### config.mk
export PLATFORM = sky130hd
export DESIGN_NAME = html_entity_to_utf8_decoder_top_flat
export DESIGN_NICKNAME = d
export VERILOG_FILES = /design/src/hw/rtl/hed_pkg.sv /design/src/hw/rtl/hed_in_if.sv /design/src/hw/rtl/hed_out_if.sv /design/src/hw/rtl/hed_datapath.sv /design/src/hw/rtl/hed_ctrl.sv /design/src/hw/rtl/html_entity_to_utf8_decoder_top.sv /design/src/flat_wrapper.sv
export SDC_FILE = /design/constraint.sdc
export NUM_CORES = 1
export LEC_CHECK = 0
export BUFFER_PORTS_ARGS = -buffer_cell sky130_fd_sc_hd__buf_2
export CAP_MARGIN = 10
export CORE_ASPECT_RATIO = 1.2
export CORE_UTILIZATION = 55
export DETAILED_ROUTE_END_ITERATION = 10
export GPL_TIMING_DRIVEN = 0
export PLACE_DENSITY = 0.78
export REMOVE_ABC_BUFFERS = 1
export SLEW_MARGIN = 10
export SYNTH_ARGS = -nofsm -noshare
export SYNTH_HDL_FRONTEND = slang
export SYNTH_SLANG_ARGS = --single-unit
### constraint.sdc
create_clock -name clk -period 11.3 [get_ports clk]
set_input_delay 2.26 -clock clk [delete_from_list [all_inputs] [get_ports clk]]
set_output_delay 2.26 -clock clk [all_outputs]
set_load 0.01 [all_outputs]
### src/hw/rtl/hed_pkg.sv
`timescale 1ns / 1ps
`default_nettype none

package hed_pkg;

    // parser modes
    localparam logic [2:0] MODE_PLAIN  = 3'd0;
    localparam logic [2:0] MODE_TAG    = 3'd1;
    localparam logic [2:0] MODE_NAME   = 3'd2;
    localparam logic [2:0] MODE_HASH   = 3'd3;
    localparam logic [2:0] MODE_DIGITS = 3'd4;
    localparam logic [2:0] MODE_SKIP   = 3'd5;

    // emit phases, also the controller state codes
    localparam logic [2:0] PH_IDLE = 3'd0;
    localparam logic [2:0] PH_LIT  = 3'd1;
    localparam logic [2:0] PH_UTF  = 3'd2;
    localparam logic [2:0] PH_TAIL = 3'd3;
    localparam logic [2:0] PH_MARK = 3'd4;

    localparam int         PREFIX_DEPTH = 7;
    localparam int         NUM_ENT      = 8;
    localparam logic [20:0] CODE_LIMIT  = 21'h110000;

    localparam logic [7:0] CH_AMP  = 8'h26;
    localparam logic [7:0] CH_LT   = 8'h3C;
    localparam logic [7:0] CH_GT   = 8'h3E;
    localparam logic [7:0] CH_SEMI = 8'h3B;
    localparam logic [7:0] CH_HASH = 8'h23;
    localparam logic [7:0] CH_XL   = 8'h78;
    localparam logic [7:0] CH_XU   = 8'h58;

    // what one accepted byte produces
    typedef struct packed {
        logic [3:0] lit_n;   // '&' plus buffered letters
        logic [2:0] utf_n;   // utf-8 bytes of one code point
        logic       tail_en; // one single byte at the end
        logic       marker;  // end of text with nothing to give
        logic       last;
    } plan_t;

    typedef struct packed {
        logic       accept;
        logic       load;
        logic [2:0] phase;
        logic [2:0] idx;
        logic       run_last;
    } hed_cmd_t;

    typedef struct packed {
        plan_t nxt;
        plan_t cur;
    } hed_stat_t;

    // entity text, first char in the top byte, closing ';' included
    function automatic logic [55:0] ent_text(input logic [2:0] k);
        logic [55:0] t;
        unique case (k)
            3'd0: t = {"nbsp;", 16'h0};
            3'd1: t = {"amp;", 24'h0};
            3'd2: t = {"lt;", 32'h0};
            3'd3: t = {"gt;", 32'h0};
            3'd4: t = {"quot;", 16'h0};
            3'd5: t = {"apos;", 16'h0};
            3'd6: t = {"euro;", 16'h0};
            3'd7: t = "hellip;";
        endcase
        return t;
    endfunction

    function automatic logic [2:0] ent_len(input logic [2:0] k);
        logic [2:0] n;
        unique case (k)
            3'd0: n = 3'd5;
            3'd1: n = 3'd4;
            3'd2: n = 3'd3;
            3'd3: n = 3'd3;
            3'd4: n = 3'd5;
            3'd5: n = 3'd5;
            3'd6: n = 3'd5;
            3'd7: n = 3'd7;
        endcase
        return n;
    endfunction

    // code point each entity stands for (nbsp gives a plain space)
    function automatic logic [20:0] ent_cp(input logic [2:0] k);
        logic [20:0] c;
        unique case (k)
            3'd0: c = 21'h00020;
            3'd1: c = 21'h00026;
            3'd2: c = 21'h0003C;
            3'd3: c = 21'h0003E;
            3'd4: c = 21'h00022;
            3'd5: c = 21'h00027;
            3'd6: c = 21'h020AC;
            3'd7: c = 21'h02026;
        endcase
        return c;
    endfunction

    function automatic logic [7:0] ent_char(input logic [2:0] k, input logic [2:0] pos);
        logic [55:0] t;
        t = ent_text(k) << (8 * pos);
        return t[55:48];
    endfunction

    // bit 4 set means not a digit
    function automatic logic [4:0] digit_of(input logic [7:0] b, input logic hex);
        logic [4:0] d;
        if (b >= 8'h30 && b <= 8'h39)
            d = {1'b0, b[3:0]};
        else if (hex && ((b >= 8'h61 && b <= 8'h66) || (b >= 8'h41 && b <= 8'h46)))
            d = {1'b0, b[3:0] + 4'd9};
        else
            d = 5'd16;
        return d;
    endfunction

    function automatic logic [2:0] utf8_len(input logic [20:0] cp);
        logic [2:0] n;
        if (cp < 21'h80)
            n = 3'd1;
        else if (cp < 21'h800)
            n = 3'd2;
        else if (cp < 21'h10000)
            n = 3'd3;
        else if (cp < CODE_LIMIT)
            n = 3'd4;
        else
            n = 3'd0;
        return n;
    endfunction

    function automatic logic [7:0] utf8_byte(input logic [20:0] cp, input logic [2:0] n,
                                             input logic [2:0] j);
        logic [7:0] b;
        unique case (n)
            3'd1: b = {1'b0, cp[6:0]};
            3'd2: b = (j == 3'd0) ? {3'b110, cp[10:6]} : {2'b10, cp[5:0]};
            3'd3:
            begin
                unique case (j)
                    3'd0:    b = {4'hE, cp[15:12]};
                    3'd1:    b = {2'b10, cp[11:6]};
                    default: b = {2'b10, cp[5:0]};
                endcase
            end
            3'd4:
            begin
                unique case (j)
                    3'd0:    b = {5'b11110, cp[20:18]};
                    3'd1:    b = {2'b10, cp[17:12]};
                    3'd2:    b = {2'b10, cp[11:6]};
                    default: b = {2'b10, cp[5:0]};
                endcase
            end
            default: b = 8'h00;
        endcase
        return b;
    endfunction

endpackage

`default_nettype wire

### src/hw/rtl/hed_in_if.sv
`timescale 1ns / 1ps
`default_nettype none

interface hed_in_if;
    logic       valid;
    logic       ready;
    logic [7:0] in_byte;
    logic       in_last;

    modport source (output valid, output in_byte, output in_last, input ready);
    modport sink (input valid, input in_byte, input in_last, output ready);
endinterface

`default_nettype wire

### src/hw/rtl/hed_out_if.sv
`timescale 1ns / 1ps
`default_nettype none

interface hed_out_if;
    logic       valid;
    logic       ready;
    logic [7:0] out_byte;
    logic       byte_valid;
    logic       run_last;
    logic       text_end;

    modport source (output valid, output out_byte, output byte_valid, output run_last,
                    output text_end, input ready);
    modport sink (input valid, input out_byte, input byte_valid, input run_last,
                  input text_end, output ready);
endinterface

`default_nettype wire

### src/hw/rtl/hed_datapath.sv
`timescale 1ns / 1ps
`default_nettype none

module hed_datapath import hed_pkg::*;
(
    input  wire logic      clk,
    input  wire logic      rst_n,
    input  wire logic      cfg_we,
    input  wire logic      cfg_data,
    input  wire logic [7:0] in_byte,
    input  wire logic      in_last,
    input  wire hed_cmd_t  cmd,
    output hed_stat_t      stat,
    output logic [7:0]     out_byte,
    output logic           byte_valid,
    output logic           run_last,
    output logic           text_end
);

    logic        rt_reg;
    logic [2:0]  mode_reg, mode_next;
    logic [7:0]  cand_reg, cand_next;
    logic [2:0]  mlen_reg, mlen_next;
    logic [20:0] code_reg, code_next;
    logic        hex_reg, hex_next;
    logic        seen_reg, seen_next;
    logic [7:0]  prefix_reg [PREFIX_DEPTH];
    plan_t       plan_reg, plan_next;
    logic [20:0] cp_reg, cp_next;
    logic [7:0]  tail_reg, tail_next;
    logic [7:0]  out_byte_reg;
    logic        byte_valid_reg;
    logic        run_last_reg;
    logic        text_end_reg;

    logic [7:0]  cand_hit;
    logic        name_done;
    logic [2:0]  done_k;
    logic        fresh;
    logic        hexv;
    logic        dig_mode;
    logic [4:0]  dig;
    logic [24:0] prod;
    logic [20:0] sat;
    logic        pwr_en;
    logic        utf_en;
    logic [3:0]  lit_n;
    logic [2:0]  utf_n;
    logic        tail_en;
    logic [3:0]  total;
    logic [7:0]  sel_byte;

    // which entity names still fit the letters so far
    always_comb
    begin
        cand_hit  = '0;
        name_done = 1'b0;
        done_k    = '0;
        for (int k = 0; k < NUM_ENT; k++)
        begin
            if (cand_reg[k] && (mlen_reg < ent_len(3'(k)))
                && (ent_char(3'(k), mlen_reg) == in_byte))
                cand_hit[k] = 1'b1;
        end
        for (int k = NUM_ENT - 1; k >= 0; k--)
        begin
            if (cand_hit[k] && (({1'b0, mlen_reg} + 4'd1) == {1'b0, ent_len(3'(k))}))
            begin
                name_done = 1'b1;
                done_k    = 3'(k);
            end
        end
    end

    always_comb
    begin
        mode_next = mode_reg;
        cand_next = cand_reg;
        mlen_next = mlen_reg;
        code_next = code_reg;
        hex_next  = hex_reg;
        seen_next = seen_reg;
        pwr_en    = 1'b0;
        lit_n     = '0;
        cp_next   = '0;
        utf_en    = 1'b0;
        tail_en   = 1'b0;
        tail_next = in_byte;
        fresh     = 1'b0;
        hexv      = hex_reg;
        dig_mode  = 1'b0;

        unique case (mode_reg)
            MODE_TAG:
            begin
                if (in_byte == CH_GT)
                    mode_next = MODE_PLAIN;
            end
            MODE_SKIP:
            begin
                if (in_byte == CH_SEMI)
                    mode_next = MODE_PLAIN;
            end
            MODE_HASH:
            begin
                if (in_byte == CH_XL || in_byte == CH_XU)
                begin
                    mode_next = MODE_DIGITS;
                    hex_next  = 1'b1;
                end
                else
                begin
                    hex_next = 1'b0;
                    hexv     = 1'b0;
                    dig_mode = 1'b1;
                end
            end
            MODE_DIGITS:
            begin
                dig_mode = 1'b1;
            end
            MODE_NAME:
            begin
                if (mlen_reg == 3'd0 && in_byte == CH_HASH)
                begin
                    cand_next = '0;
                    mlen_next = '0;
                    code_next = '0;
                    hex_next  = 1'b0;
                    seen_next = 1'b0;
                    mode_next = MODE_HASH;
                end
                else if (cand_hit != '0)
                begin
                    if (name_done)
                    begin
                        cp_next   = ent_cp(done_k);
                        utf_en    = 1'b1;
                        cand_next = '0;
                        mlen_next = '0;
                        mode_next = MODE_PLAIN;
                    end
                    else
                    begin
                        if (mlen_reg < 3'(PREFIX_DEPTH))
                        begin
                            pwr_en    = 1'b1;
                            mlen_next = mlen_reg + 3'd1;
                        end
                        cand_next = cand_hit;
                    end
                end
                else
                begin
                    // no name fits: give the text back, then treat the byte as new
                    lit_n     = {1'b0, mlen_reg} + 4'd1;
                    cand_next = '0;
                    mlen_next = '0;
                    mode_next = MODE_PLAIN;
                    fresh     = 1'b1;
                end
            end
            default:
            begin
                fresh = 1'b1;
            end
        endcase

        dig  = digit_of(in_byte, hexv);
        prod = hexv ? {code_reg, dig[3:0]} : 25'(code_reg) * 25'd10 + 25'(dig[3:0]);
        sat  = (prod >= 25'(CODE_LIMIT)) ? CODE_LIMIT : prod[20:0];

        if (dig_mode)
        begin
            if (!dig[4])
            begin
                code_next = sat;
                seen_next = 1'b1;
                mode_next = MODE_DIGITS;
            end
            else
            begin
                if (seen_reg)
                begin
                    cp_next = code_reg;
                    utf_en  = 1'b1;
                end
                cand_next = '0;
                mlen_next = '0;
                code_next = '0;
                hex_next  = 1'b0;
                seen_next = 1'b0;
                mode_next = (in_byte == CH_SEMI) ? MODE_PLAIN : MODE_SKIP;
            end
        end

        if (fresh)
        begin
            if (rt_reg && in_byte == CH_LT)
                mode_next = MODE_TAG;
            else if (in_byte == CH_AMP)
            begin
                mode_next = MODE_NAME;
                cand_next = '1;
                mlen_next = '0;
            end
            else
                tail_en = 1'b1;
        end

        // end of text flushes whatever is pending
        if (in_last)
        begin
            if (mode_next == MODE_NAME)
            begin
                if (mlen_next == 3'd0)
                begin
                    tail_en   = 1'b1;
                    tail_next = CH_AMP;
                end
                else
                    lit_n = {1'b0, mlen_next} + 4'd1;
            end
            else if (mode_next == MODE_DIGITS && seen_next)
            begin
                cp_next = code_next;
                utf_en  = 1'b1;
            end
            mode_next = MODE_PLAIN;
            cand_next = '0;
            mlen_next = '0;
            code_next = '0;
            hex_next  = 1'b0;
            seen_next = 1'b0;
        end

        utf_n = utf_en ? utf8_len(cp_next) : 3'd0;
        total = lit_n + {1'b0, utf_n} + {3'b0, tail_en};

        plan_next.lit_n   = lit_n;
        plan_next.utf_n   = utf_n;
        plan_next.tail_en = tail_en;
        plan_next.marker  = in_last && (total == 4'd0);
        plan_next.last    = in_last;
    end

    assign stat.nxt = plan_next;
    assign stat.cur = plan_reg;

    always_ff @(posedge clk or negedge rst_n)
    begin
        if (!rst_n)
        begin
            rt_reg   <= 1'b0;
            mode_reg <= MODE_PLAIN;
            cand_reg <= '0;
            mlen_reg <= '0;
            code_reg <= '0;
            hex_reg  <= 1'b0;
            seen_reg <= 1'b0;
            plan_reg <= '0;
        end
        else
        begin
            if (cfg_we)
                rt_reg <= cfg_data;
            if (cmd.accept)
            begin
                mode_reg <= mode_next;
                cand_reg <= cand_next;
                mlen_reg <= mlen_next;
                code_reg <= code_next;
                hex_reg  <= hex_next;
                seen_reg <= seen_next;
                plan_reg <= plan_next;
            end
        end
    end

    always_ff @(posedge clk)
    begin
        if (cmd.accept)
        begin
            cp_reg   <= cp_next;
            tail_reg <= tail_next;
            if (pwr_en)
                prefix_reg[mlen_reg] <= in_byte;
        end
        if (cmd.load)
        begin
            out_byte_reg   <= sel_byte;
            byte_valid_reg <= (cmd.phase != PH_MARK);
            run_last_reg   <= cmd.run_last;
            text_end_reg   <= cmd.run_last && plan_reg.last;
        end
    end

    always_comb
    begin
        unique case (cmd.phase)
            PH_LIT:  sel_byte = (cmd.idx == 3'd0) ? CH_AMP : prefix_reg[cmd.idx - 3'd1];
            PH_UTF:  sel_byte = utf8_byte(cp_reg, plan_reg.utf_n, cmd.idx);
            PH_TAIL: sel_byte = tail_reg;
            default: sel_byte = 8'h00;
        endcase
    end

    assign out_byte   = out_byte_reg;
    assign byte_valid = byte_valid_reg;
    assign run_last   = run_last_reg;
    assign text_end   = text_end_reg;

endmodule

`default_nettype wire

### src/hw/rtl/hed_ctrl.sv
`timescale 1ns / 1ps
`default_nettype none

module hed_ctrl import hed_pkg::*;
(
    input  wire logic      clk,
    input  wire logic      rst_n,
    input  wire logic      in_valid,
    output logic           in_ready,
    output logic           out_valid,
    input  wire logic      out_ready,
    input  wire hed_stat_t stat,
    output hed_cmd_t       cmd
);

    logic [2:0] state_reg, state_next;
    logic [2:0] idx_reg, idx_next;
    logic       out_valid_reg, out_valid_next;
    logic       accept;
    logic       load;
    logic       phase_end;
    logic [2:0] follow;
    logic       run_last;

    // next nonempty phase after the given one
    function automatic logic [2:0] next_after(input plan_t p, input logic [2:0] from);
        logic [2:0] s;
        s = PH_IDLE;
        if (from == PH_IDLE && p.lit_n != 4'd0)
            s = PH_LIT;
        else if ((from == PH_IDLE || from == PH_LIT) && p.utf_n != 3'd0)
            s = PH_UTF;
        else if ((from == PH_IDLE || from == PH_LIT || from == PH_UTF) && p.tail_en)
            s = PH_TAIL;
        else if (from == PH_IDLE && p.marker)
            s = PH_MARK;
        return s;
    endfunction

    assign in_ready = (state_reg == PH_IDLE);
    assign accept   = in_valid && in_ready;
    assign load     = (state_reg != PH_IDLE) && (!out_valid_reg || out_ready);

    always_comb
    begin
        unique case (state_reg)
            PH_LIT:  phase_end = ({1'b0, idx_reg} == stat.cur.lit_n - 4'd1);
            PH_UTF:  phase_end = (idx_reg == stat.cur.utf_n - 3'd1);
            PH_TAIL: phase_end = 1'b1;
            PH_MARK: phase_end = 1'b1;
            default: phase_end = 1'b0;
        endcase
        follow   = next_after(stat.cur, state_reg);
        run_last = phase_end && (follow == PH_IDLE);

        state_next = state_reg;
        idx_next   = idx_reg;
        if (state_reg == PH_IDLE)
        begin
            if (accept)
                state_next = next_after(stat.nxt, PH_IDLE);
        end
        else if (load)
        begin
            if (phase_end)
            begin
                state_next = follow;
                idx_next   = '0;
            end
            else
                idx_next = idx_reg + 3'd1;
        end

        if (load)
            out_valid_next = 1'b1;
        else if (out_ready)
            out_valid_next = 1'b0;
        else
            out_valid_next = out_valid_reg;
    end

    always_ff @(posedge clk or negedge rst_n)
    begin
        if (!rst_n)
        begin
            state_reg     <= PH_IDLE;
            idx_reg       <= '0;
            out_valid_reg <= 1'b0;
        end
        else
        begin
            state_reg     <= state_next;
            idx_reg       <= idx_next;
            out_valid_reg <= out_valid_next;
        end
    end

    assign out_valid    = out_valid_reg;
    assign cmd.accept   = accept;
    assign cmd.load     = load;
    assign cmd.phase    = state_reg;
    assign cmd.idx      = idx_reg;
    assign cmd.run_last = run_last;

`ifndef SYNTHESIS
    a_run_last_ends: assert property (@(posedge clk) disable iff (!rst_n)
        (load && run_last) |=> (state_reg == PH_IDLE))
        else $error("sequencer kept going after the final word of a byte");

    a_lit_index: assert property (@(posedge clk) disable iff (!rst_n)
        (state_reg == PH_LIT) |-> ({1'b0, idx_reg} < stat.cur.lit_n))
        else $error("literal index past buffered letters");

    a_utf_index: assert property (@(posedge clk) disable iff (!rst_n)
        (state_reg == PH_UTF) |-> (idx_reg < stat.cur.utf_n))
        else $error("utf-8 index past encoded length");

    a_mark_last: assert property (@(posedge clk) disable iff (!rst_n)
        (state_reg == PH_MARK) |-> stat.cur.last)
        else $error("end marker without end of text");
`endif

endmodule

`default_nettype wire

### src/hw/rtl/html_entity_to_utf8_decoder_top.sv
// HTML entity decoder: takes text one byte per word on the text channel and gives the
// decoded bytes on the decoded channel. The entities nbsp, amp, lt, gt, quot, apos,
// euro and hellip and decimal or hex numeric references turn into UTF-8; a numeric
// reference is followed by skipping through the next ';', and with the tag bit set
// (cfg_data under cfg_we) everything from '<' through '>' is dropped. A byte is taken
// only while the emit sequencer is idle; its results (0 to 8 words) leave through a
// single output register at one per cycle while decoded.ready allows, as the sequencer
// walks the literal letters, the UTF-8 bytes and a trailing byte in turn.
// A byte marked in_last that leaves nothing to give yields one word with byte_valid 0.
`timescale 1ns / 1ps
`default_nettype none

module html_entity_to_utf8_decoder_top import hed_pkg::*;
(
    input  wire logic  clk,
    input  wire logic  rst_n,
    hed_in_if.sink     text,
    hed_out_if.source  decoded,
    input  wire logic  cfg_we,
    input  wire logic  cfg_data
);

    hed_cmd_t  cmd;
    hed_stat_t stat;

    hed_ctrl u_ctrl (
        .clk       (clk),
        .rst_n     (rst_n),
        .in_valid  (text.valid),
        .in_ready  (text.ready),
        .out_valid (decoded.valid),
        .out_ready (decoded.ready),
        .stat      (stat),
        .cmd       (cmd)
    );

    hed_datapath u_datapath (
        .clk        (clk),
        .rst_n      (rst_n),
        .cfg_we     (cfg_we),
        .cfg_data   (cfg_data),
        .in_byte    (text.in_byte),
        .in_last    (text.in_last),
        .cmd        (cmd),
        .stat       (stat),
        .out_byte   (decoded.out_byte),
        .byte_valid (decoded.byte_valid),
        .run_last   (decoded.run_last),
        .text_end   (decoded.text_end)
    );

endmodule

`default_nettype wire
### src/flat_wrapper.sv
// flat-port wrapper written by rule: the top's interface ports become plain ports
module html_entity_to_utf8_decoder_top_flat import hed_pkg::*;
  (clk, rst_n, cfg_we, cfg_data, text_valid, text_in_byte, text_in_last, text_ready, decoded_valid, decoded_out_byte, decoded_byte_valid, decoded_run_last, decoded_text_end, decoded_ready);
  hed_in_if text_i ();
  hed_out_if decoded_i ();
  input  wire logic clk;
  input  wire logic rst_n;
  input  wire logic cfg_we;
  input  wire logic cfg_data;
  input wire logic [$bits(text_i.valid)-1:0] text_valid;
  input wire logic [$bits(text_i.in_byte)-1:0] text_in_byte;
  input wire logic [$bits(text_i.in_last)-1:0] text_in_last;
  output wire logic [$bits(text_i.ready)-1:0] text_ready;
  output wire logic [$bits(decoded_i.valid)-1:0] decoded_valid;
  output wire logic [$bits(decoded_i.out_byte)-1:0] decoded_out_byte;
  output wire logic [$bits(decoded_i.byte_valid)-1:0] decoded_byte_valid;
  output wire logic [$bits(decoded_i.run_last)-1:0] decoded_run_last;
  output wire logic [$bits(decoded_i.text_end)-1:0] decoded_text_end;
  input wire logic [$bits(decoded_i.ready)-1:0] decoded_ready;
  assign text_i.valid = text_valid;
  assign text_i.in_byte = text_in_byte;
  assign text_i.in_last = text_in_last;
  assign text_ready = text_i.ready;
  assign decoded_valid = decoded_i.valid;
  assign decoded_out_byte = decoded_i.out_byte;
  assign decoded_byte_valid = decoded_i.byte_valid;
  assign decoded_run_last = decoded_i.run_last;
  assign decoded_text_end = decoded_i.text_end;
  assign decoded_i.ready = decoded_ready;
  html_entity_to_utf8_decoder_top u_core (.clk(clk), .rst_n(rst_n), .text(text_i), .decoded(decoded_i), .cfg_we(cfg_we), .cfg_data(cfg_data));
endmodule
==> impl_metrics.tcl, run 1 <==
set metrics [dict create \
    holdBufCountCts 0 \
    first_pass_iters 8 \
    ys_seq_area_share_pct 37.7 \
    finalSetupTns_ns 0 \
    grt_pass1_wl_um 47000 \
    cts_inserted_buffers 17 \
    clock-sinks 151 \
    gp_congestion 0.944 \
    outcome "finished, final reports clean" \
    worst_pin_slew_ns 1.20 \
    synth_edf_count 96 \
    antenna_found_initial 0 \
    viasPerCell 6.53 \
    drive_above_1_share_pct 11.3 \
    rsz0062_at_grt "false" \
    ys_ff_latch 151 \
    timing.fmax_mhz 106 \
    routed_wl_um 28600 \
    design.die.area_um2 21100 \
    ys_async_sr_fraction_pct 36.4 \
    yosysWarnings 0 \
    track_usage_pct 28.1 \
    vias 9552 \
    clk_latency_ns 0.44 \
    synthCells 1202 \
    fin_nets 1274 \
    cts_buffer_depth 2 \
    grt_pass1_vias 9191 \
    finalCritPeriodShare_pct 83.7 \
    cpMaxStageDelayCell "a31o_2" \
    cts.clk_slew.worst_paths_ns 0.07 \
    root_buffer "clkbuf_16" \
    start_util_pct 56.0 \
    start_kind "input port" \
    final_antenna_net_count 0 \
    io_pins 28 \
    power_density_nw_per_um2 254 \
    area_growth_pct 7.56 \
    cts_tree "done" \
    slew_headroom_pct 20.3 \
    grt_max_degree 56 \
    critPathMostFrequentCell "fa_1" \
    crit_buf_inv 2 \
    final_hold_viol_count 0 \
    hold_class "reg -> reg" \
    maxCapViolCount 0 \
    drc 0 \
    clock_skew_ns 0.00855 \
    setup_viol 0 \
    worstPathMaxFanout 26 \
    ys_types 105 \
    h-tree-depth 4 \
    min_period_ns 9.46 \
    cts_resized 0 \
    synthTopCellsByArea "edfxtp_1 26%, dfrtp_1 12%, ha_1 7.9%, nand2_1 3.9%, o21ai_0 3.6%" \
    core_area_um2 20200 \
    drtIter0Drc 999 \
    cpPeakStageDelay_ns 0.50 \
    endpoint_kind "flop" \
    dp_hpwl_um 20200 \
    synth_top_area_cell "edfxtp_1" \
    required_ns 11.63 \
    post_cts_buffers 0 \
    cp.arrival_ns 9.80 \
    largest_reg_flops 56 \
    crit_type "in -> reg" \
    ir_drop_mv 0.241 \
    final_cell_mix "115 x nand2_1, 96 x edfxtp_1, 92 x nor2_1" \
    overflow 0 \
    layout_commonest_cell "nand2_1" \
    fp.dieH_um 159 \
    synth_top_area_share_pct 25.5 \
    fp.dieW_um 133 \
    post_synth.cell_area_avg_um2 9.40 \
    antenna_cells 0 \
    port_buffers 27 \
    rows 57 \
    finalMaxSlewViolations 0 \
    ys.flop_type "edfxtp_1" \
    p_leak_nw 4.66 \
    syn_area_um2 11300 \
    cp_top_family "simple AND/OR/NAND/NOR gates" \
    wl_per_cell_um 19.6 \
    power_mw 3.09 \
]
final cells by class:
type,instances,area (µm²)
timing repair buffer,31,189
clock inverter,15,174
inverter,43,161
multi-input combinational,940,6610
tap,265,332
sequential,151,4260
clock buffer,17,425
fill,1673,8030
stage by stage:
step / hold slack, ns / util (%) / std cells / area, µm² / setup WS, ns
5_1_grt: 0.517 / 60.2 / 1462 / 12200 / 1.21
6_report: 0.483 / 60.2 / 1462 / 12200 / 1.84
3_3_place_gp: 0.474 / 56.9 / 1426 / 11500 / 1.63
2_1_floorplan: 0.437 / - / 1134 / 11000 / 3.16
4_1_cts: 0.491 / 60.2 / 1462 / 12100 / 1.97
3_5_place_dp: 0.473 / 57.2 / 1430 / 11500 / 1.58
power breakdown:
| group | switching [mW] | total, mW | internal, mW |
|---|---|---|---|
| sequential | 0.115 | 0.805 | 0.690 |
| clock | 0.274 | 0.573 | 0.299 |
| combinational | 1.05 | 1.71 | 0.665 |
path summary, 6_finish.rpt:
check | from | endpoint | slack, ns | depth (start not counted)
worst min-delay path | u_core.u_datapath.stat[0] | u_core.u_datapath.stat[0] | 0.48 | 2
worst min register to register | u_core.u_datapath.stat[0] | u_core.u_datapath.stat[0] | 0.48 | 2
worst max-delay path | text_in_byte[1] | u_core.u_ctrl.state_reg[2] | 1.84 | 26
min in group asynchronous | rst_n | u_core.u_datapath.cand_reg[2] | 1.86 | 1
max in group asynchronous | rst_n | u_core.u_datapath.mlen_reg[2] | 8.87 | 1
worst max register to register | u_core.u_datapath.mlen_reg[0] | u_core.u_ctrl.state_reg[2] | 3.95 | 21
synth_stat cells (6+ instances only):
library cell  number
o22ai_1           14
or2_2             10
a22o_1            22
nand4_1            9
clkbuf_1          46
or3_1             12
dfrtp_1           55
a211oi_1          16
ha_1              71
inv_1             40
o21a_1             6
xnor2_1           26
xor2_1            24
mux2i_1           24
mux4_2             8
nor3b_1           11
edfxtp_1          96
o21ai_1            8
nor3_1            25
and3_1            11
a221o_1            6
nor2b_1           14
nand2b_1          17
nand3_1           34
a31oi_1            7
a22oi_1           18
o31ai_1           10
buf_2             16
nor4_1            13
o21ai_0           82
and2_1             8
a21oi_1           76
nand2_1          116
a21o_1            14
nor2_1            92
layer usage:
| metal | vias up | GRT usage (%) | share of wire, % |
|---|---|---|---|
| met3 | 68 | 4.20 | 6.4 |
| met5 | - | 0 | 0 |
| li1 | 4484 | - | - |
| met2 | 404 | 47.1 | 49 |
| met1 | 4596 | 35.7 | 42 |
| met4 | 0 | 12.7 | 2.7 |
kinds of logic after synthesis:
family                     after synthesis  share of synthesized area, %
and+or+nand+nor                        408                          18.5
buffers and inverters                  111                          3.96
DFF                                    151                          37.7
muxes                                   36                          4.12
xor gates and xnor gates                55                          4.59
adders and majority gates               76                          8.66
AOI/OAI and AO/OA                      365                          22.5
tightest hold or removal path, delay by kind of cell, from the launching register on:
family,cells,cell delay (ns)
AND/OR/NAND/NOR,2,0.10
flip-flops,1,0.35
(Power assumes the default switching activity.)
==> inputs of run 2 (changes only) <==
--- a/config.mk
+++ b/config.mk
@@ -5,13 +5,14 @@
 export SDC_FILE = /design/constraint.sdc
 export NUM_CORES = 1
 export LEC_CHECK = 0
+export ABC_AREA = 1
 export BUFFER_PORTS_ARGS = -buffer_cell sky130_fd_sc_hd__buf_2
 export CAP_MARGIN = 10
 export CORE_ASPECT_RATIO = 1.2
 export CORE_UTILIZATION = 55
 export DETAILED_ROUTE_END_ITERATION = 10
 export GPL_TIMING_DRIVEN = 0
-export PLACE_DENSITY = 0.78
+export PLACE_DENSITY = 0.8
 export REMOVE_ABC_BUFFERS = 1
 export SLEW_MARGIN = 10
 export SYNTH_ARGS = -nofsm -noshare
==> constraint.sdc (replaced) <==
create_clock -name clk -period 7.9 [get_ports clk]
set_input_delay 1.58 -clock clk [delete_from_list [all_inputs] [get_ports clk]]
set_output_delay 1.58 -clock clk [all_outputs]
set_load 0.01 [all_outputs]
==> run 2 against run 1 <==
Worst setup slack lost 1.3 ns. Design area up 12%. Critical path depth up 17. Critical path type unchanged. Highest routed layer unchanged.
==> impl_metrics.tcl, run 2 <==
set metrics [dict create \
    outcome "finished, final reports clean" \
    swShare_pct 29.6 \
    required_ns 8.26 \
    synth-adder-area-share_pct 7.79 \
    final_cell_area_um2 13600 \
    synth_top_area_share_pct 23.2 \
    maxCapViolCount 0 \
    power_density_nw_per_um2 147 \
    final_antenna_net_count 0 \
    syn_area_um2 12400 \
    dp_slack_ns -1.33 \
    cts.clk_slew.worst_paths_ns 0.06 \
    final_hold_viol_count 0 \
    p_leak_nw 6.53 \
    vias 12100 \
    ys_async_sr_fraction_pct 36.4 \
    core_area_um2 21900 \
    critPathMostFrequentCell "nand2_1" \
    r2r_setup_slack_ns 1.17 \
    clk_latency_ns 0.44 \
    synth_top_area_cell "edfxtp_1" \
    rows 59 \
    timing.fmax_mhz 136 \
    start_kind "input port" \
    worstPathMaxFanout 20 \
    power_frac_clock_pct 41.8 \
    fin_nets 1864 \
    r2r-start "u_core.u_datapath.mlen_reg[2]" \
    grt_pass1_wl_um 56100 \
    cts_inserted_buffers 17 \
    setup_viol 0 \
    final_cell_mix "463 x nand2_1, 238 x inv_1, 168 x nor2_1" \
    cpMaxStageDelayCell "fa_1" \
    critPathLaunch "text_in_byte[0]" \
    start_util_pct 56.7 \
    area_growth_pct 9.54 \
    ys_types 66 \
    synthTopCellsByArea "edfxtp_1 23%, nand2_1 14%, dfrtp_1 11%, inv_1 7.3%, ha_1 7.1%" \
    cp_top_family "simple AND/OR/NAND/NOR gates" \
    reg2reg_to "u_core.u_ctrl.state_reg[2]" \
    synthCells 1760 \
    pwr-share-seq_pct 43.0 \
    hold_class "reg -> reg" \
    yosysWarnings 0 \
    ir_drop_mv 0.112 \
    clock_skew_ns 0.0128 \
    cpPeakStageDelay_ns 0.45 \
    power_frac_comb_pct 15.2 \
    antenna_found_initial 0 \
    rsz0062_at_grt "false" \
    endpoint "u_core.u_ctrl.state_reg[2]" \
    ys_ff_latch 151 \
    dpl.cell_count 2021 \
    post_synth.cell_area_avg_um2 7.07 \
    grt_pass1_vias 11500 \
    wl_per_cell_um 17.1 \
    synth_top_family_by_area "simple AND/OR/NAND/NOR gates" \
    slew_headroom_pct 18.4 \
    synth-xor-area-share_pct 2.58 \
    track_usage_pct 30.5 \
    synth.mux.area_fraction_pct 0.0905 \
    synth_compound_area_share_pct 14.0 \
    clock-sinks 151 \
    drive_above_1_share_pct 10.0 \
    fp.dieH_um 167 \
    h-tree-depth 4 \
    crit_buf_inv 7 \
    overflow 0 \
    cts_buffer_depth 2 \
    antenna_cells 0 \
    synth_edf_count 96 \
    root_buffer "clkbuf_16" \
    synth_common_cells "465 x nand2_1, 241 x inv_1, 177 x nor2_1, 125 x o21ai_0, 117 x nand3_1" \
    internal-power_mw 1.41 \
    crit_cells 43 \
    finalMaxSlewViolations 0 \
    rr_worst_depth 31 \
    drtIter0Drc 1210 \
    worst_pin_slew_ns 1.21 \
    routed_wl_um 35300 \
    gp_congestion 0.943 \
    finalCritPeriodShare_pct 93.2 \
    endpoint_kind "flop" \
    largest_reg_flops 56 \
    yosysMostFrequentCell "nand2_1" \
    place_area_um2 12700 \
    io_pins 28 \
    fp.dieW_um 139 \
    port_buffers 27 \
    cp.arrival_ns 7.72 \
    finalSetupTns_ns 0 \
    min_period_ns 7.36 \
    crit_type "in -> reg" \
    design.die.area_um2 23200 \
    ys.flop_type "edfxtp_1" \
    synth-simple-area-share_pct 31.7 \
    first_pass_iters 6 \
    fin_cells 2061 \
    grt_max_degree 77 \
    drc 0 \
    setup_slack_ns 0.537 \
    net-switching-power_mw 0.594 \
    cts_tree "done" \
    layout_commonest_cell "nand2_1" \
    dp_hpwl_um 26000 \
    viasPerCell 5.89 \
    ys_seq_area_share_pct 34.2 \
]
==> run 2: cell count changes after synthesis, moves of 19 or more <==
| cell | previous run | this run |
|---|---|---|
| nand2_1 | 116 | 465 |
| inv_1 | 40 | 241 |
| nor2_1 | 92 | 177 |
| nand3_1 | 34 | 117 |
| o21ai_0 | 82 | 125 |
| nand4_1 | 9 | 49 |
| mux2i_1 | 24 | 0 |
| a21oi_1 | 76 | 53 |
| xnor2_1 | 26 | 4 |
| a22o_1 | 22 | 2 |
| o22ai_1 | 14 | 34 |
| clkbuf_1 | 46 | 27 |
==> run 2: layer usage <==
metal  part of all wire [%]  track usage (%)
met1                     40             35.9
met5                      0                0
met3                    6.3             4.17
met2                     49             53.8
met4                    4.7             16.1
==> run 2: area by class of cell <==
class,instances,area [µm²]
tap,274,343
clock buffer,17,425
fill,1986,8300
timing repair buffer,35,226
inverter,263,1010
multi-input combinational,1306,7190
sequential,151,4260
clock inverter,15,178
==> run 2: stage by stage <==
| stage | power, mW | util (%) | hold slack (ns) |
|---|---|---|---|
| final | 2.01 | 62.1 | 0.536 |
| after global routing | 2.07 | 62.1 | 0.569 |
| after CTS | 2.00 | 61.3 | 0.541 |
| after detailed placement | 1.17 | 58.1 | 0.525 |
| after global placement | 1.16 | 58.0 | 0.505 |
| after floorplan | 1.07 | - | 0.475 |
==> run 2: timing repair <==
| action | 4_1_cts | 5_1_grt |
|---|---|---|
| pin swaps | 1 | 10 |
| cloned | 1 | 0 |
| resized for setup | 14 | 38 |
| setup endpoints to repair | 2 | 2 |
| hold buffers | 0 | 0 |
| setup buffers | 3 | 4 |
==> run 2: worst min-delay path by stage <==
stage                                               end  cells after the start                          start  slack (ns)
after global routing      u_core.u_datapath.out_byte[7]                      1  u_core.u_datapath.tail_reg[7]        0.57
after detailed placement      u_core.u_datapath.stat[0]                      2      u_core.u_datapath.stat[0]        0.52
final                         u_core.u_datapath.stat[2]                      2      u_core.u_datapath.stat[2]        0.54
after global placement        u_core.u_datapath.stat[2]                      2      u_core.u_datapath.stat[2]        0.51
after floorplan               u_core.u_datapath.stat[2]                      2      u_core.u_datapath.stat[2]        0.48
after CTS                     u_core.u_datapath.stat[0]                      2      u_core.u_datapath.stat[0]        0.54
==> run 2: worst register-to-register path: cells and delay by family (launching register included) <==
kind                     cells  cell delay, ns
AND/OR/NAND/NOR             17            2.62
AO/OA/AOI/OAI                2            0.34
adder cells (fa/ha/maj)      3            1.29
XOR/XNOR                     1            0.16
flip-flops                   1            0.96
buffers and inverters        8            1.30
==> run 2: logic make-up after synthesis <==
kind of cell / count (synthesis)
AO/OA/AOI/OAI: 293
XOR/XNOR: 35
adder cells (fa/ha/maj): 75
buffers and inverters: 304
flip-flops: 151
multiplexers: 1
AND/OR/NAND/NOR: 901
==> run 2: power by group through the flow <==
stage / registers, mW / clock network, mW / logic [mW]
2_1_floorplan: 0.874 / 0 / 0.193
3_3_place_gp: 0.877 / 0 / 0.286
3_5_place_dp: 0.878 / 0 / 0.294
4_1_cts: 0.861 / 0.839 / 0.298
5_1_grt: 0.863 / 0.870 / 0.334
6_report: 0.862 / 0.839 / 0.305
==> inputs of run 3 (changes only) <==
--- a/config.mk
+++ b/config.mk
@@ -5,7 +5,6 @@
 export SDC_FILE = /design/constraint.sdc
 export NUM_CORES = 1
 export LEC_CHECK = 0
-export ABC_AREA = 1
 export BUFFER_PORTS_ARGS = -buffer_cell sky130_fd_sc_hd__buf_2
 export CAP_MARGIN = 10
 export CORE_ASPECT_RATIO = 1.2
==> run 3 against run 2 <==
Design area fell by 9.6%. Core utilization fell by 1.1 points. Via count fell by 21%. First-iteration DRC count fell by 18%. Global-route usage fell by 2.3 points. Highest routed layer unchanged. Non-clock buffer count rose by 3. Clock skew fell by 0.0035 ns. Critical path depth fell by 17.
==> impl_metrics.tcl, run 3 (synthesized netlist as in run 1, its figures left out) <==
set metrics [dict create \
    wl_per_cell_um 19.6 \
    power_mw 4.48 \
    final_hold_viol_count 0 \
    cts_buffer_depth 2 \
    crit_buf_inv 2 \
    hold_class "reg -> reg" \
    crit_type "in -> reg" \
    drc 0 \
    finalMaxSlewViolations 0 \
    cp_top_family "simple AND/OR/NAND/NOR gates" \
    port_buffers 27 \
    outcome "finished, final reports clean" \
    viasPerCell 6.56 \
    cts.clk_slew.worst_paths_ns 0.07 \
    layout_commonest_cell "nand2_1" \
    seq_area_um2 4260 \
    fp.dieW_um 133 \
    gp_congestion 0.936 \
    rows 57 \
    grt_pass1_vias 9174 \
    multi_input_area_um2 6710 \
    cpPeakStageDelay_ns 0.45 \
    cts_tree "done" \
    drive_above_1_share_pct 13.1 \
    area_growth_pct 8.98 \
    p_leak_nw 4.72 \
    overflow 0 \
    fp.dieH_um 159 \
    cts_inserted_buffers 17 \
    cp.arrival_ns 7.91 \
    vias 9637 \
    cpMaxStageDelayCell "or3b_4" \
    critPathMostFrequentCell "fa_1" \
    min_period_ns 7.58 \
    whs_ns 0.483 \
    final_antenna_net_count 0 \
    routed_wl_um 28900 \
    finalSetupTns_ns 0 \
    finalCritPeriodShare_pct 96.0 \
    clk_latency_ns 0.43 \
    grt_pass1_wl_um 47300 \
    power_density_nw_per_um2 363 \
    slew_headroom_pct 23.4 \
    io_pins 28 \
    grt_max_degree 56 \
    clock_skew_ns 0.00924 \
    core_area_um2 20200 \
    worstPathMaxFanout 23 \
    track_usage_pct 28.2 \
    dp_hpwl_um 19900 \
    timing.fmax_mhz 132 \
    root_buffer "clkbuf_16" \
    start_kind "input port" \
    maxCapViolCount 0 \
    start_util_pct 56.0 \
    largest_reg_flops 56 \
    drtIter0Drc 994 \
    setup_viol 0 \
    design.die.area_um2 21100 \
    first_pass_iters 8 \
    required_ns 8.23 \
    clock-sinks 151 \
    antenna_found_initial 0 \
    final_cell_mix "115 x nand2_1, 96 x edfxtp_1, 92 x nor2_1" \
    worst_pin_slew_ns 1.14 \
    n_fill_cell 1638 \
    antenna_cells 0 \
    endpoint_kind "flop" \
    holdBufCountCts 0 \
    h-tree-depth 4 \
    ir_drop_mv 0.268 \
    utilization_pct 61.0 \
    fin_nets 1282 \
]
[run 3: changes by cell type in the layout (fill, tap and decap cells not counted), sizes merged, moves of 14 or more]
cell / previous run / this run
a21oi: 55 / 81
nand2: 476 / 117
nor2: 198 / 94
nand3: 122 / 36
xnor2: 4 / 28
o21ai: 136 / 95
nand4: 49 / 9
mux2i: 0 / 24
o22ai: 34 / 14
a211oi: 4 / 20
a22o: 2 / 22
nor2b: 0 / 14
inv: 267 / 49
nand2b: 0 / 17
[run 3: worst paths after layout]
path / startpoint / end / slack [ns] / cells after the start
max in group asynchronous: rst_n / u_core.u_ctrl.idx_reg[0] / 6.11 / 1
setup reg to reg: u_core.u_datapath.mlen_reg[1] / u_core.u_ctrl.state_reg[2] / 0.52 / 22
min in group asynchronous: rst_n / u_core.u_datapath.cand_reg[3] / 1.19 / 1
hold reg to reg: u_core.u_datapath.stat[1] / u_core.u_datapath.stat[1] / 0.48 / 2
setup / recovery: text_in_byte[0] / u_core.u_ctrl.state_reg[2] / 0.32 / 26
hold / removal: u_core.u_datapath.stat[1] / u_core.u_datapath.stat[1] / 0.48 / 2
[run 3: where the power goes]
group / internal [mW] / switching [mW]
registers: 0.987 / 0.166
logic: 0.975 / 1.55
clock network: 0.423 / 0.377
[run 3: repair_timing]
action,CTS,global route
setup buffers,4,4
endpoints found under the setup margin,2,2
cloned,1,0
resized for setup,12,15
pin swaps,1,4
[run 3: final cells by class]
cell class | instances | share of cell area, %
Clock inverter | 15 | 1.29
Multi-Input combinational cell | 941 | 54.5
Inverter | 43 | 1.36
Sequential cell | 151 | 34.6
Clock buffer | 17 | 3.45
Timing Repair Buffer | 38 | 2.08
Tap cell | 265 | 2.69
[run 3: metrics by stage]
step | std cells | area, µm² | worst slack (ns)
6_report | 1470 | 12300 | 0.315
5_1_grt | 1470 | 12300 | -0.0323
4_1_cts | 1466 | 12200 | 0.0602
3_5_place_dp | 1429 | 11500 | -1.20
3_3_place_gp | 1426 | 11500 | -1.06
2_1_floorplan | 1134 | 11000 | 0.442
[run 3: per-layer routing]
layer	track usage [%]	vias to the layer above	routed length, µm
met5	0	-	0
met4	14.2	0	1120
met3	3.98	88	2080
met2	46.1	468	13800
met1	36.6	4576	11900
li1	-	4505	-
[run 3: worst min-delay path, cell delays in order (launching register included)]
cell and delay [ns]:
dfrtp_1 0.34, nand2_1 0.05, o21ai_0 0.06
